## config.mk

```make
export PLATFORM = sky130hd
export DESIGN_NAME = lir_mac
export DESIGN_NICKNAME = d
export VERILOG_FILES = /design/src/lir_pkg.sv /design/src/lir_mac.sv
export SDC_FILE = /design/constraint.sdc
export NUM_CORES = 1
export LEC_CHECK = 0
export BUFFER_PORTS_ARGS = -buffer_cell sky130_fd_sc_hd__buf_2
export CAP_MARGIN = 20
export CORE_AREA = 3 3 165 167
export DETAILED_ROUTE_END_ITERATION = 6
export DIE_AREA = 0 0 168 170
export PLACE_DENSITY = 0.69
export SLEW_MARGIN = 40
export SYNTH_ARGS = -nofsm -noshare
export SYNTH_HDL_FRONTEND = slang
export SYNTH_SLANG_ARGS = --single-unit
```

## constraint.sdc

```tcl
create_clock -name clk -period 3.4 [get_ports clk]
set_input_delay 0.51 -clock clk [delete_from_list [all_inputs] [get_ports clk]]
set_output_delay 0.51 -clock clk [all_outputs]
set_load 0.05 [all_outputs]
```

## src/lir_pkg.sv

```systemverilog
// Shared types and constants for the Lagrange interframe residual block.
// Holds the transaction payload structs, the multiply-accumulate control struct
// and the binomial coefficient table. Depends on nothing else.
package lir_pkg;

	// Widths fixed by the payload fields.
	localparam int COORD_W = 16;
	localparam int QB_W    = 5;
	localparam int CODE_W  = 18;
	localparam int ORDER_W = 4;

	// Binomial table covers every order up to sixteen frames.
	localparam int BINOM_N = 16;
	localparam int COEF_W  = 14;
	localparam int BIDX_W  = 4;

	typedef struct packed {
		logic [COORD_W-1:0] coord_value;
		logic [QB_W-1:0]    quant_bits;
		logic               last_in_frame;
	} in_item_t;

	typedef struct packed {
		logic signed [CODE_W-1:0] code_value;
		logic                     predicted;
		logic                     end_of_frame;
	} out_item_t;

	// Control from the sequencer to the shared multiply-accumulate unit.
	typedef struct packed {
		logic clear;
		logic load;
		logic neg;
		logic clamp;
	} mac_ctl_t;

	// Entry {n-1, j} holds C(n, j).
	typedef logic [BINOM_N*BINOM_N-1:0][COEF_W-1:0] binom_tab_t;

	// Builds the table row by row from Pascal's triangle at elaboration.
	function automatic binom_tab_t build_binom();
		binom_tab_t       t;
		logic [COEF_W-1:0] row [BINOM_N+1];
		int               n;
		int               j;
		t = '0;
		for (j = 0; j <= BINOM_N; j++) begin
			row[j] = '0;
		end
		row[0] = COEF_W'(1);
		for (n = 1; n <= BINOM_N; n++) begin
			for (j = n; j >= 1; j--) begin
				row[j] = row[j] + row[j-1];
			end
			for (j = 0; j < BINOM_N; j++) begin
				t[(n-1)*BINOM_N + j] = row[j];
			end
		end
		return t;
	endfunction

	localparam binom_tab_t BINOM_TAB = build_binom();

endpackage

```

## src/lir_mac.sv

```systemverilog
// Shared multiply-accumulate unit with the final clamp of the guess.
// One weighted history term is multiplied per cycle and added or subtracted.
// Depends on lir_pkg.
module lir_mac #(
	parameter int STORE_W    = 16,
	parameter int ACC_W      = 25,
	parameter int VALUE_BITS = 16
) (
	input  logic                    clk,
	input  logic                    arst_n,
	input  lir_pkg::mac_ctl_t       ctl,
	input  logic [STORE_W-1:0]      rd_data,
	input  logic [lir_pkg::COEF_W-1:0] coef,
	input  logic [lir_pkg::QB_W-1:0]   quant_bits,
	output logic                    busy,
	output logic signed [ACC_W-1:0] acc
);
	import lir_pkg::*;

	localparam int PROD_W = STORE_W + COEF_W;

	logic [PROD_W-1:0]       prod_s2;
	logic                    neg_s2;
	logic                    vld_s2;
	logic signed [ACC_W-1:0] acc_q;
	logic signed [ACC_W-1:0] term;
	logic signed [ACC_W-1:0] limit;
	logic [QB_W-1:0]         qb_sat;
	logic signed [ACC_W-1:0] clamped;

	// Multiply stage: one product per cycle, registered before accumulation.
	always_ff @(posedge clk or negedge arst_n) begin
		if (!arst_n) begin
			vld_s2 <= 1'b0;
		end else begin
			vld_s2 <= ctl.load;
		end
	end

	always_ff @(posedge clk) begin
		if (ctl.load) begin
			prod_s2 <= PROD_W'(rd_data) * PROD_W'(coef);
			neg_s2  <= ctl.neg;
		end
	end

	// Clamp limit is two to the power of the saturated quantization bits.
	always_comb begin
		qb_sat = (quant_bits > QB_W'(VALUE_BITS)) ? QB_W'(VALUE_BITS) : quant_bits;
		limit  = {{(ACC_W-1){1'b0}}, 1'b1} << qb_sat;
		term   = $signed(ACC_W'(prod_s2));
		if (acc_q[ACC_W-1]) begin
			clamped = '0;
		end else if (acc_q > limit) begin
			clamped = limit;
		end else begin
			clamped = acc_q;
		end
	end

	// Accumulator: cleared per transaction, then summed, then clamped in place.
	always_ff @(posedge clk) begin
		if (ctl.clear) begin
			acc_q <= '0;
		end else if (vld_s2) begin
			acc_q <= neg_s2 ? (acc_q - term) : (acc_q + term);
		end else if (ctl.clamp) begin
			acc_q <= clamped;
		end
	end

	assign busy = vld_s2;
	assign acc  = acc_q;

endmodule

```

==> insert_results.sql, run 1 <==
INSERT INTO impl_metrics (metric_group, metric, value, unit) VALUES
('clock_tree', 'number_of_sinks_on_the_clock_net', '52', ''),
('layout', 'utilization', '54.8', '%'),
('place', 'placed_cell_area', '0.0131', 'mm^2'),
('yosys', 'synthDistinctLibCells', '62', ''),
('critical_path', 'critical_path.slowest_cell', 'sky130_fd_sc_hd__fa_1', ''),
('timing', 'timing.max_slew.rel_slack', '59.3', '%'),
('route', 'wl_per_cell', '15.4', 'um'),
('timing', 'finClkSkew', '6.47', 'ps'),
('timing', 'finalSetupViolations', '28', ''),
('critical_path', 'critical_path.reg2reg.startpoint', 'prod_s2[9]$_DFFE_PP_', ''),
('yosys', 'ys_async_sr_fraction', '1.92', '%'),
('clock_tree', 'cts_tree', 'yes', ''),
('route', 'route.detailed.vias_per_inst', '5.19', ''),
('layout', 'synthToLayoutAreaGrowth', '30.9', '%'),
('place', 'portBuffers', '66', ''),
('critical_path', 'critical-path-max-stage-delay', '600', 'ps'),
('critical_path', 'endpoint_type_of_the_worst_setup_path', 'flip-flop', ''),
('die', 'core_outline_area', '0.0259', 'mm^2'),
('place', 'gpl.final_weighted_congestion', '0.915', ''),
('yosys', 'ys_seq_area_share', '12.0', '%'),
('critical_path', 'cp_data_arrival_time', '5750', 'ps'),
('critical_path', 'critical_path.cell_chain', 'buf_8, and2_4, fa_1, inv_2, fa_1, inv_1, fa_1, inv_1, fa_1, inv_1, fa_1, fa_1, ha_4, a21oi_4, o211ai_1, nand3_2, a21oi_2, or4_4, a221o_1, mux2i_1, nand4_1', ''),
('yosys', 'synthesis.area_per_instance', '8.74', 'um^2'),
('critical_path', 'critPathKind', 'in -> reg', ''),
('timing', 'crit_path_setup_slack_layout', '-2310', 'ps'),
('clock_tree', 'clock_latency', '300', 'ps'),
('timing', 'layout_min_cycle_time', '5710', 'ps'),
('yosys', 'synth_seq_cells', '52', ''),
('clock_tree', 'cts.path.max_buffers', '2', ''),
('critical_path', 'crit_start', 'rd_data[5]', ''),
('route', 'detailedRoute.firstPassIterationCount', '7', ''),
('global_route', 'global_route_wire_length_before_repair', '46300', 'um'),
('outcome', 'outcome', 'finished, violations left', ''),
('layout', 'sequential_cell_area', '0.00131', 'mm^2'),
('die', 'design.die.area', '0.0286', 'mm^2'),
('global_route', 'maximum_number_of_pins_on_one_net_before_global_route_repair', '41', ''),
('critical_path', 'worstPathBufferInverterCount', '5', ''),
('timing', 'holdWs', '445', 'ps'),
('place', 'dpl.hpwl', '23000', 'um'),
('route', 'drt_wl_total', '28100', 'um'),
('timing', 'finalHoldViolCount', '0', ''),
('run', 'drv_cap', '0', ''),
('clock_tree', 'clk_transition_reported_paths', '60', 'ps'),
('critical_path', 'cp_max_fo', '5', ''),
('timing', 'final.period_utilization', '168', '%'),
('critical_path', 'timing.critical_path.required', '3440', 'ps'),
('critical_path', 'most_prevalent_standard_cell_on_the_critical_path', 'sky130_fd_sc_hd__fa_1', ''),
('global_route', 'grt_usage', '19.4', '%'),
('die', 'dieWidth', '168', 'um'),
('yosys', 'post_synth_inst_count', '1241', ''),
('layout', 'final_layout_size_suffix_gt1_share', '28.8', '%'),
('yosys', 'synth-edff-count', '26', ''),
('layout', 'mostFrequentLayoutCells', 'sky130_fd_sc_hd__inv_1, sky130_fd_sc_hd__buf_4, sky130_fd_sc_hd__fa_1', ''),
('route', 'postRouteAntennaNets', '0', ''),
('outcome', 'failed_checks', 'setup timing', ''),
('global_route', 'grt_overflow_total', '0', ''),
('min_path', 'min-delay-start', 'ctl[1]', ''),
('critical_path', 'start_kind', 'input pin', ''),
('global_route', 'vias_in_the_first_global_route', '9836', ''),
('timing', 'actual_slew_at_the_worst_max_slew_pin', '611', 'ps'),
('timing', 'maxSlewViolCount', '0', ''),
('clock_tree', 'cts-htree-levels', '2', ''),
('die', 'start_util', '41.9', '%'),
('die', 'core.rowCount', '59', ''),
('route', 'routed-via-count', '9441', ''),
('die', 'io_pins', '67', ''),
('clock_tree', 'cts_buffers', '5', ''),
('route', 'detail_route.iter0.violations', '508', ''),
('timing', 'setup_repair_after_global_routing_missed_its_margin', 'true', ''),
('timing', 'clock.fmax', '175', 'MHz'),
('yosys', 'synth_ff_type', 'sky130_fd_sc_hd__edfxtp_1', '');
repair_timing:
| item | in CTS | in global routing |
|---|---|---|
| pin swaps | 55 | 78 |
| endpoints found under the hold margin | 1 | 0 |
| gates resized for setup | 86 | 101 |
| buffers inserted | 12 | 19 |
| hold buffers | 1 | 0 |
| setup endpoints to repair | 31 | 40 |
flip-flops by register name (all words and copies together) (netlist names):
register	cells
neg_s2	1
busy	1
acc	25
prod_s2	25
synthesized netlist by cell type, types with 6 or more instances:
cell	number	area [um^2]
sky130_fd_sc_hd__inv_1	193	724
sky130_fd_sc_hd__fa_1	158	3160
sky130_fd_sc_hd__nand2_1	134	503
sky130_fd_sc_hd__and2_1	122	763
sky130_fd_sc_hd__ha_1	118	1480
sky130_fd_sc_hd__nor2_1	71	267
sky130_fd_sc_hd__xnor2_1	54	473
sky130_fd_sc_hd__a21oi_1	47	235
sky130_fd_sc_hd__clkbuf_1	39	146
sky130_fd_sc_hd__edfxtp_1	26	781
sky130_fd_sc_hd__a211oi_1	25	188
sky130_fd_sc_hd__dfxtp_1	25	500
sky130_fd_sc_hd__o21ai_0	23	115
sky130_fd_sc_hd__nor3_1	19	95.1
sky130_fd_sc_hd__xor2_1	19	166
sky130_fd_sc_hd__nand3_1	18	90.1
sky130_fd_sc_hd__a22oi_1	14	105
sky130_fd_sc_hd__a21o_1	12	90.1
sky130_fd_sc_hd__nand4_1	11	68.8
sky130_fd_sc_hd__and3_1	6	37.5
sky130_fd_sc_hd__nor2b_1	6	37.5
cell type report:
type	instances	area share, %
inverters	193	5.10
flip-flops and latches	52	9.20
well taps	335	2.95
clock inverters	3	0.132
repair buffers	272	14.6
multi-input cells	960	67.1
clock buffers	5	0.881
routing by layer:
layer | routed length [um] | part of all wire [%] | global-route usage (%)
met5 | 0 | 0 | 0
met4 | 660 | 2.4 | 5.19
met3 | 1270 | 4.5 | 1.79
met2 | 13900 | 50 | 34.3
met1 | 12200 | 44 | 25.6
worst paths after layout:
path | endpoint | slack (ps) | cells after the start
worst max-delay path | prod_s2[24]$_DFFE_PP_ | -2310 | 21
worst min-delay path | neg_s2$_DFFE_PP_ | 450 | 1
worst max register to register | acc[22]$_SDFFE_PP0P_ | -290 | 14
worst min register to register | acc[0]$_SDFFE_PP0P_ | 510 | 2
max in group asynchronous | busy$_DFF_PN0_ | 2740 | 2
min in group asynchronous | busy$_DFF_PN0_ | 550 | 2
through the flow:
| step | worst slack [ps] | instances | setup TNS (ps) |
|---|---|---|---|
| after global routing | -2540 | 1820 | -39550 |
| final | -2310 | 1820 | -34280 |
| after detailed placement | -2740 | 1791 | -42940 |
| after CTS | -2310 | 1811 | -34340 |
| after global placement | -2670 | 1791 | -41290 |
| after floorplan | -2530 | 1248 | -33710 |
cells by family (layout without fill, tap and decap cells):
| group | Yosys count | in the layout | synth area share (%) |
|---|---|---|---|
| AO/OA/AOI/OAI | 182 | 182 | 11.4 |
| buffers and inverters | 236 | 473 | 8.21 |
| flip-flops | 52 | 52 | 12.0 |
| AND/OR/NAND/NOR | 419 | 419 | 19.5 |
| adder cells (fa/ha/maj) | 276 | 276 | 42.8 |
| other | 1 | 8 | 0.0346 |
| XOR/XNOR | 73 | 73 | 5.89 |
| multiplexers | 2 | 2 | 0.184 |
Power of run 1 is left out: the tool's default activity adds up to more than one toggle a clock period on the data nets, which glitch-free logic cannot reach.
==> inputs of run 2 (changes only) <==
--- a/config.mk
+++ b/config.mk
@@ -11,6 +11,7 @@
 export DETAILED_ROUTE_END_ITERATION = 6
 export DIE_AREA = 0 0 168 170
 export PLACE_DENSITY = 0.69
+export SETUP_SLACK_MARGIN = 0.1
 export SLEW_MARGIN = 40
 export SYNTH_ARGS = -nofsm -noshare
 export SYNTH_HDL_FRONTEND = slang
==> insert_results.sql, run 2 (synthesis results as in run 1) <==
INSERT INTO impl_metrics (metric_group, metric, value, unit) VALUES
('outcome', 'outcome', 'finished, violations left', ''),
('outcome', 'failed_checks', 'setup timing', ''),
('min_path', 'holdCritPathClass', 'in -> reg', ''),
('timing', 'fin_setup_tns', '-34810', 'ps'),
('timing', 'final.period_utilization', '171', '%'),
('global_route', 'maximum_number_of_pins_on_one_net_before_global_route_repair', '41', ''),
('clock_tree', 'cts_tree', 'yes', ''),
('timing', 'finalHoldViolCount', '0', ''),
('layout', 'most_frequent_standard_cell_in_the_layout_excluding_fill_and_tap_cells', 'sky130_fd_sc_hd__inv_1', ''),
('critical_path', 'start_kind', 'input pin', ''),
('global_route', 'vias_in_the_first_global_route', '9572', ''),
('route', 'wl_per_cell', '15.4', 'um'),
('run', 'drv_cap', '0', ''),
('critical_path', 'endpoint_type_of_the_worst_setup_path', 'flip-flop', ''),
('clock_tree', 'ctsRootBufferMaster', 'sky130_fd_sc_hd__clkbuf_16', ''),
('critical_path', 'critPathKind', 'in -> reg', ''),
('timing', 'finalSetupViolations', '27', ''),
('critical_path', 'cp_max_fo', '4', ''),
('route', 'postRouteAntennaNets', '0', ''),
('route', 'drt_wl_total', '28100', 'um'),
('layout', 'layoutNonFillerInstCount', '1826', ''),
('route', 'detail_route.drc_violations', '0', ''),
('timing', 'clock.fmax', '172', 'MHz'),
('route', 'routed-via-count', '9387', ''),
('critical_path', 'r2r_setup_slack', '-330', 'ps'),
('die', 'dieWidth', '168', 'um'),
('timing', 'actual_slew_at_the_worst_max_slew_pin', '558', 'ps'),
('timing', 'timing.max_slew.rel_slack', '62.8', '%'),
('timing', 'crit_path_setup_slack_layout', '-2400', 'ps'),
('layout', 'nFillCells', '2218', ''),
('route', 'detailedRoute.firstPassIterationCount', '4', ''),
('global_route', 'grt_usage', '18.9', '%'),
('place', 'dpl.hpwl', '22200', 'um'),
('die', 'core.rowCount', '59', ''),
('clock_tree', 'clk_transition_reported_paths', '60', 'ps'),
('route', 'route.detailed.vias_per_inst', '5.14', ''),
('clock_tree', 'clock_latency', '290', 'ps'),
('critical_path', 'cp_data_arrival_time', '5850', 'ps'),
('place', 'place_inst', '1792', ''),
('die', 'io_pins', '67', ''),
('layout', 'mostFrequentLayoutCells', 'sky130_fd_sc_hd__inv_1, sky130_fd_sc_hd__buf_4, sky130_fd_sc_hd__fa_1', ''),
('global_route', 'initial_antenna_violation_count', '0', ''),
('global_route', 'grt_overflow_total', '0', ''),
('critical_path', 'timing.critical_path.required', '3450', 'ps'),
('timing', 'layout_min_cycle_time', '5800', 'ps'),
('clock_tree', 'cts_buffers', '5', ''),
('place', 'pre_cts_slack', '-2780', 'ps'),
('clock_tree', 'number_of_sinks_on_the_clock_net', '52', ''),
('place', 'gpl.final_weighted_congestion', '0.888', ''),
('layout', 'final_net_count', '1807', ''),
('route', 'detail_route.iter0.violations', '349', ''),
('layout', 'antenna-diode-count', '0', ''),
('layout', 'synthToLayoutAreaGrowth', '33.0', '%'),
('timing', 'setup_repair_after_global_routing_missed_its_margin', 'true', ''),
('layout', 'final_layout_size_suffix_gt1_share', '30.4', '%'),
('die', 'design.die.area', '0.0286', 'mm^2'),
('die', 'start_util', '41.9', '%'),
('timing', 'finClkSkew', '6.43', 'ps'),
('die', 'chipHeight', '170', 'um'),
('die', 'core_outline_area', '0.0259', 'mm^2'),
('place', 'portBuffers', '66', ''),
('timing', 'maxSlewViolCount', '0', ''),
('clock_tree', 'cts.path.max_buffers', '2', ''),
('clock_tree', 'cts-htree-levels', '2', ''),
('global_route', 'global_route_wire_length_before_repair', '45400', 'um');
## run 2: cell count changes in the layout (fill, tap and decap cells not counted), sizes merged
cell,delta
clkbuf,+2
clkinvlp,-2
bufinv,+1
buf,+5
## run 2: timing repair
action	CTS	global route
gates resized for setup	119	113
hold endpoints to repair	1	0
hold buffers	1	0
buffers inserted	29	12
pin swaps	93	87
setup endpoints to repair	34	42
## run 2: critical path, stage by stage
cell and delay (ps):
sky130_fd_sc_hd__buf_2 130, sky130_fd_sc_hd__and2_4 140, sky130_fd_sc_hd__fa_1 510, sky130_fd_sc_hd__inv_2 40, sky130_fd_sc_hd__fa_1 500, sky130_fd_sc_hd__inv_2 50
sky130_fd_sc_hd__fa_2 560, sky130_fd_sc_hd__fa_2 440, sky130_fd_sc_hd__fa_2 540, sky130_fd_sc_hd__fa_2 460, sky130_fd_sc_hd__ha_4 180, sky130_fd_sc_hd__a211o_1 310
sky130_fd_sc_hd__or3_1 330, sky130_fd_sc_hd__a211oi_2 310, sky130_fd_sc_hd__o31ai_2 130, sky130_fd_sc_hd__a211o_1 330, sky130_fd_sc_hd__a21o_1 170, sky130_fd_sc_hd__a21oi_2 120
sky130_fd_sc_hd__xnor2_1 70
## run 2: final timing paths
| check | start | endpoint | depth (start not counted) |
|---|---|---|---|
| setup / recovery | coef[8] | prod_s2[23]$_DFFE_PP_ | 19 |
| hold / removal | ctl[1] | neg_s2$_DFFE_PP_ | 1 |
| setup reg to reg | prod_s2[9]$_DFFE_PP_ | acc[22]$_SDFFE_PP0P_ | 14 |
| hold reg to reg | acc[0]$_SDFFE_PP0P_ | acc[0]$_SDFFE_PP0P_ | 2 |
| max in group asynchronous | arst_n | busy$_DFF_PN0_ | 2 |
| min in group asynchronous | arst_n | busy$_DFF_PN0_ | 2 |
## run 2: through the flow
stage / util (%) / hold WS [ps] / area [um^2]
floorplan: - / 214 / 11200
global placement: 50.5 / 305 / 13100
detailed placement: 50.5 / 307 / 13100
CTS: 53.5 / 442 / 13900
global route: 55.7 / 441 / 14400
finish: 55.7 / 451 / 14400
## run 2: layout make-up
cell class	count	area [um^2]	area share (%)
clock buffer	6	129	0.893
tap	335	419	2.90
timing repair buffer	278	2190	15.2
inverter	193	724	5.02
sequential	52	1310	9.05
multi-input combinational	960	9630	66.7
clock inverter	2	35.0	0.243
## run 2: per-layer routing
layer	share of wire, %	vias up	global-route usage (%)
met5	0	-	0
met4	1.5	0	3.38
met3	4.2	30	2.21
met2	50	215	33.6
met1	45	4594	25.2
li1	-	4548	-
Power of run 2 is left out for the same reason.
==> inputs of run 3 (changes only) <==
--- a/config.mk
+++ b/config.mk
@@ -5,12 +5,14 @@
 export SDC_FILE = /design/constraint.sdc
 export NUM_CORES = 1
 export LEC_CHECK = 0
+export ABC_AREA = 1
 export BUFFER_PORTS_ARGS = -buffer_cell sky130_fd_sc_hd__buf_2
 export CAP_MARGIN = 20
-export CORE_AREA = 3 3 165 167
+export CORE_AREA = 3 3 175 177
 export DETAILED_ROUTE_END_ITERATION = 6
-export DIE_AREA = 0 0 168 170
-export PLACE_DENSITY = 0.69
+export DIE_AREA = 0 0 178 180
+export GPL_TIMING_DRIVEN = 0
+export PLACE_DENSITY = 0.67
 export SETUP_SLACK_MARGIN = 0.1
 export SLEW_MARGIN = 40
 export SYNTH_ARGS = -nofsm -noshare
==> constraint.sdc (replaced) <==
create_clock -name clk -period 6.7 [get_ports clk]
set_input_delay 1.005 -clock clk [delete_from_list [all_inputs] [get_ports clk]]
set_output_delay 1.005 -clock clk [all_outputs]
set_load 0.05 [all_outputs]
==> insert_results.sql, run 3 <==
INSERT INTO impl_metrics (metric_group, metric, value, unit) VALUES
('die', 'dieWidth', '178', 'um'),
('die', 'start_util', '41.4', '%'),
('clock_tree', 'cts.path.max_buffers', '2', ''),
('critical_path', 'critPathKind', 'in -> reg', ''),
('yosys', 'synth-adder-area-share', '38.1', '%'),
('power_and_ir_drop', 'vdd.ir_drop.worst', '0.000293', 'V'),
('timing', 'crit_path_setup_slack_layout', '344', 'ps'),
('layout', 'mostFrequentLayoutCells', 'sky130_fd_sc_hd__nand2_1, sky130_fd_sc_hd__inv_1, sky130_fd_sc_hd__fa_1', ''),
('timing', 'setup_repair_after_global_routing_missed_its_margin', 'false', ''),
('outcome', 'outcome', 'complete, no violations', ''),
('critical_path', 'critical-path-max-stage-delay', '560', 'ps'),
('yosys', 'post_synth_inst_count', '1781', ''),
('power_and_ir_drop', 'cellPowerDensity', '537', 'mW/mm^2'),
('yosys', 'post_synth_and_or_nand_nor_area_fraction', '26.4', '%'),
('yosys', 'yosys.area.top_type', 'sky130_fd_sc_hd__fa_1', ''),
('critical_path', 'most_prevalent_standard_cell_on_the_critical_path', 'sky130_fd_sc_hd__fa_1', ''),
('critical_path', 'start_kind', 'input pin', ''),
('layout', 'synthToLayoutAreaGrowth', '7.69', '%'),
('clock_tree', 'cts-htree-levels', '2', ''),
('yosys', 'synth_seq_cells', '52', ''),
('clock_tree', 'clk_transition_reported_paths', '70', 'ps'),
('yosys', 'synth.cells.most_frequent', 'sky130_fd_sc_hd__nand2_1, sky130_fd_sc_hd__inv_1, sky130_fd_sc_hd__fa_1', ''),
('timing', 'actual_slew_at_the_worst_max_slew_pin', '717', 'ps'),
('critical_path', 'cp_data_arrival_time', '6400', 'ps'),
('timing', 'timing.max_slew.rel_slack', '52.2', '%'),
('layout', 'final_layout_size_suffix_gt1_share', '5.25', '%'),
('die', 'io_pins', '67', ''),
('timing', 'finalSetupViolations', '0', ''),
('yosys', 'yosys.cell_count.top_type', 'sky130_fd_sc_hd__nand2_1', ''),
('yosys', 'synth_ff_type', 'sky130_fd_sc_hd__edfxtp_1', ''),
('layout', 'final_net_count', '2165', ''),
('yosys', 'synth_compound_area_share', '5.58', '%'),
('critical_path', 'number_of_logic_stages_on_the_critical_path_including_buffering', '18', ''),
('min_path', 'holdCritPathClass', 'in -> async', ''),
('global_route', 'maximum_number_of_pins_on_one_net_before_global_route_repair', '28', ''),
('global_route', 'global_route_wire_length_before_repair', '54100', 'um'),
('route', 'drt_wl_total', '32500', 'um'),
('yosys', 'multiplexer_share_of_the_synthesized_area', '0', '%'),
('yosys', 'synthesis.area_per_instance', '6.83', 'um^2'),
('timing', 'clock.fmax', '157', 'MHz'),
('critical_path', 'cp_max_fo', '10', ''),
('power_and_ir_drop', 'fin_total_pwr', '7.04', 'mW'),
('die', 'core.rowCount', '63', ''),
('power_and_ir_drop', 'cellInternalPower', '3.01', 'mW'),
('global_route', 'vias_in_the_first_global_route', '11282', ''),
('place', 'pre_cts_slack', '-223', 'ps'),
('route', 'wl_per_cell', '14.5', 'um'),
('timing', 'final.period_utilization', '94.9', '%'),
('yosys', 'synthDistinctLibCells', '46', ''),
('clock_tree', 'ctsRootBufferMaster', 'sky130_fd_sc_hd__clkbuf_16', ''),
('global_route', 'grt_usage', '20.8', '%'),
('timing', 'finClkSkew', '5.54', 'ps'),
('route', 'met2_length', '15900', 'um'),
('yosys', 'yosys_warnings', '0', ''),
('layout', 'layoutNonFillerInstCount', '2239', ''),
('yosys', 'synth_top_family_by_area', 'adder cells', ''),
('place', 'place_inst', '2233', ''),
('clock_tree', 'cts_buffers', '5', ''),
('critical_path', 'timing.critical_path.required', '6740', 'ps'),
('layout', 'antenna-diode-count', '0', ''),
('route', 'postRouteAntennaNets', '0', ''),
('power_and_ir_drop', 'switchingPower', '4.02', 'mW'),
('die', 'design.die.area', '0.0320', 'mm^2'),
('global_route', 'grt_overflow_total', '0', ''),
('route', 'top_layer', 'met4', ''),
('critical_path', 'critical_path.cell_chain', 'buf_2, clkbuf_1, nand2_1, fa_1, inv_1, fa_1, fa_1, fa_1, fa_1, inv_1, fa_1, inv_1, ha_1, nand2_1, nor4_1, nand4_1, nand3_1, xor2_1', ''),
('yosys', 'synth-edff-count', '26', ''),
('clock_tree', 'number_of_sinks_on_the_clock_net', '52', ''),
('yosys', 'ys_async_sr_fraction', '1.92', '%'),
('yosys', 'post_synth_main_area_contributors', 'sky130_fd_sc_hd__fa_1, sky130_fd_sc_hd__nand2_1, sky130_fd_sc_hd__inv_1', ''),
('clock_tree', 'postCtsSetupBuffers', '0', ''),
('critical_path', 'worstRegToRegCells', '17', ''),
('timing', 'finalHoldViolCount', '0', ''),
('critical_path', 'worst_path_dominant_cell_family', 'adder cells', ''),
('yosys', 'ys_seq_area_share', '10.7', '%'),
('yosys', 'synth-xor-area-share', '4.03', '%'),
('clock_tree', 'cts_hold_repair.buffers', '0', ''),
('place', 'portBuffers', '55', ''),
('yosys', 'synth_top_area_share', '26.0', '%'),
('critical_path', 'worstPathBufferInverterCount', '5', ''),
('power_and_ir_drop', 'share_clk_of_total_power', '3.5', '%'),
('yosys', 'synth.cell_area', '0.0122', 'mm^2'),
('route', 'route.met3.wl', '1630', 'um'),
('route', 'routed-via-count', '10917', ''),
('critical_path', 'critical_path.slowest_cell', 'sky130_fd_sc_hd__clkbuf_1', ''),
('place', 'dpl.hpwl', '28300', 'um'),
('global_route', 'initial_antenna_violation_count', '0', ''),
('die', 'core_outline_area', '0.0294', 'mm^2'),
('timing', 'layout_min_cycle_time', '6360', 'ps'),
('power_and_ir_drop', 'p_seq_share', '12.0', '%'),
('place', 'gpl.final_weighted_congestion', '0.911', ''),
('layout', 'most_frequent_standard_cell_in_the_layout_excluding_fill_and_tap_cells', 'sky130_fd_sc_hd__nand2_1', ''),
('clock_tree', 'clock_latency', '290', 'ps'),
('power_and_ir_drop', 'power.share.switching', '57.2', '%'),
('die', 'chipHeight', '180', 'um'),
('route', 'wl_met1', '13600', 'um'),
('route', 'detail_route.iter0.violations', '547', ''),
('timing', 'maxSlewViolCount', '0', ''),
('run', 'drv_cap', '0', ''),
('power_and_ir_drop', 'power_frac_comb', '84.5', '%'),
('critical_path', 'endpoint_type_of_the_worst_setup_path', 'flip-flop', ''),
('route', 'detail_route.drc_violations', '0', ''),
('clock_tree', 'cts_tree', 'yes', ''),
('power_and_ir_drop', 'cellLeakagePower', '7.79', 'nW'),
('route', 'route.detailed.vias_per_inst', '4.88', ''),
('route', 'detailedRoute.firstPassIterationCount', '5', '');
run 3: cell count changes after synthesis, moves of 18 or more:
| cell | before | now |
|---|---|---|
| sky130_fd_sc_hd__nand2_1 | 134 | 516 |
| sky130_fd_sc_hd__inv_1 | 193 | 426 |
| sky130_fd_sc_hd__and2_1 | 122 | 2 |
| sky130_fd_sc_hd__nor2_1 | 71 | 145 |
| sky130_fd_sc_hd__nand3_1 | 18 | 74 |
| sky130_fd_sc_hd__xnor2_1 | 54 | 21 |
| sky130_fd_sc_hd__a211oi_1 | 25 | 2 |
| sky130_fd_sc_hd__a21oi_1 | 47 | 65 |
run 3: metrics by stage:
step	cell area (um^2)	hold WS [ps]	TNS (ps)	util (%)
3_3_place_gp	13000	563	-465	44.1
6_report	13100	470	0	44.6
3_5_place_dp	13000	565	-825	44.1
4_1_cts	13100	471	0	44.6
5_1_grt	13100	461	0	44.6
2_1_floorplan	12200	709	0	-
run 3: area by class of cell:
class / count / area, um^2
Inverter: 428 / 1610
Clock buffer: 5 / 125
Sequential cell: 52 / 1310
Tap cell: 390 / 488
Timing Repair Buffer: 55 / 275
Multi-Input combinational cell: 1254 / 9050
Clock inverter: 3 / 13.8
Fill cell: 3057 / 16300
Buffer: 52 / 240
run 3: kinds of logic (layout without fill, tap and decap cells):
kind of cell | after synthesis | count (layout)
AND/OR/NAND/NOR | 790 | 790
adder cells (fa/ha/maj) | 276 | 276
buffers and inverters | 482 | 543
other | 1 | 8
XOR/XNOR | 56 | 56
flip-flops | 52 | 52
AO/OA/AOI/OAI | 124 | 124
run 3: path summary, 6_finish.rpt:
path                                      start                    end  slack, ps
setup / recovery                     rd_data[9]  prod_s2[21]$_DFFE_PP_        340
hold / removal                           arst_n         busy$_DFF_PN0_        470
setup reg to reg               neg_s2$_DFFE_PP_   acc[19]$_SDFFE_PP0P_       3280
hold reg to reg            acc[22]$_SDFFE_PP0P_   acc[22]$_SDFFE_PP0P_        580
max in group asynchronous                arst_n         busy$_DFF_PN0_       6150
min in group clk           acc[22]$_SDFFE_PP0P_   acc[22]$_SDFFE_PP0P_        580
run 3: power by group through the flow:
stage / clock [mW] / combinational, mW / sequential (mW)
after floorplan: 0 / 4.43 / 0.995
after global placement: 0 / 5.82 / 0.844
after detailed placement: 0 / 5.93 / 0.848
after CTS: 0.252 / 5.97 / 0.841
after global routing: 0.263 / 6.85 / 0.859
final: 0.249 / 5.95 / 0.843
run 3: layer usage:
| layer | global-route usage [%] | up-vias |
|---|---|---|
| met2 | 37.9 | 323 |
| met4 | 7.60 | 0 |
| met5 | 0 | - |
| met3 | 2.09 | 80 |
| li1 | - | 5447 |
| met1 | 25.1 | 5067 |
run 3: timing repair:
item,in CTS,in global routing
gates resized for setup,1,23
hold endpoints to repair,0,0
setup endpoints to repair,1,9
Power figures use the tool's default switching activity.
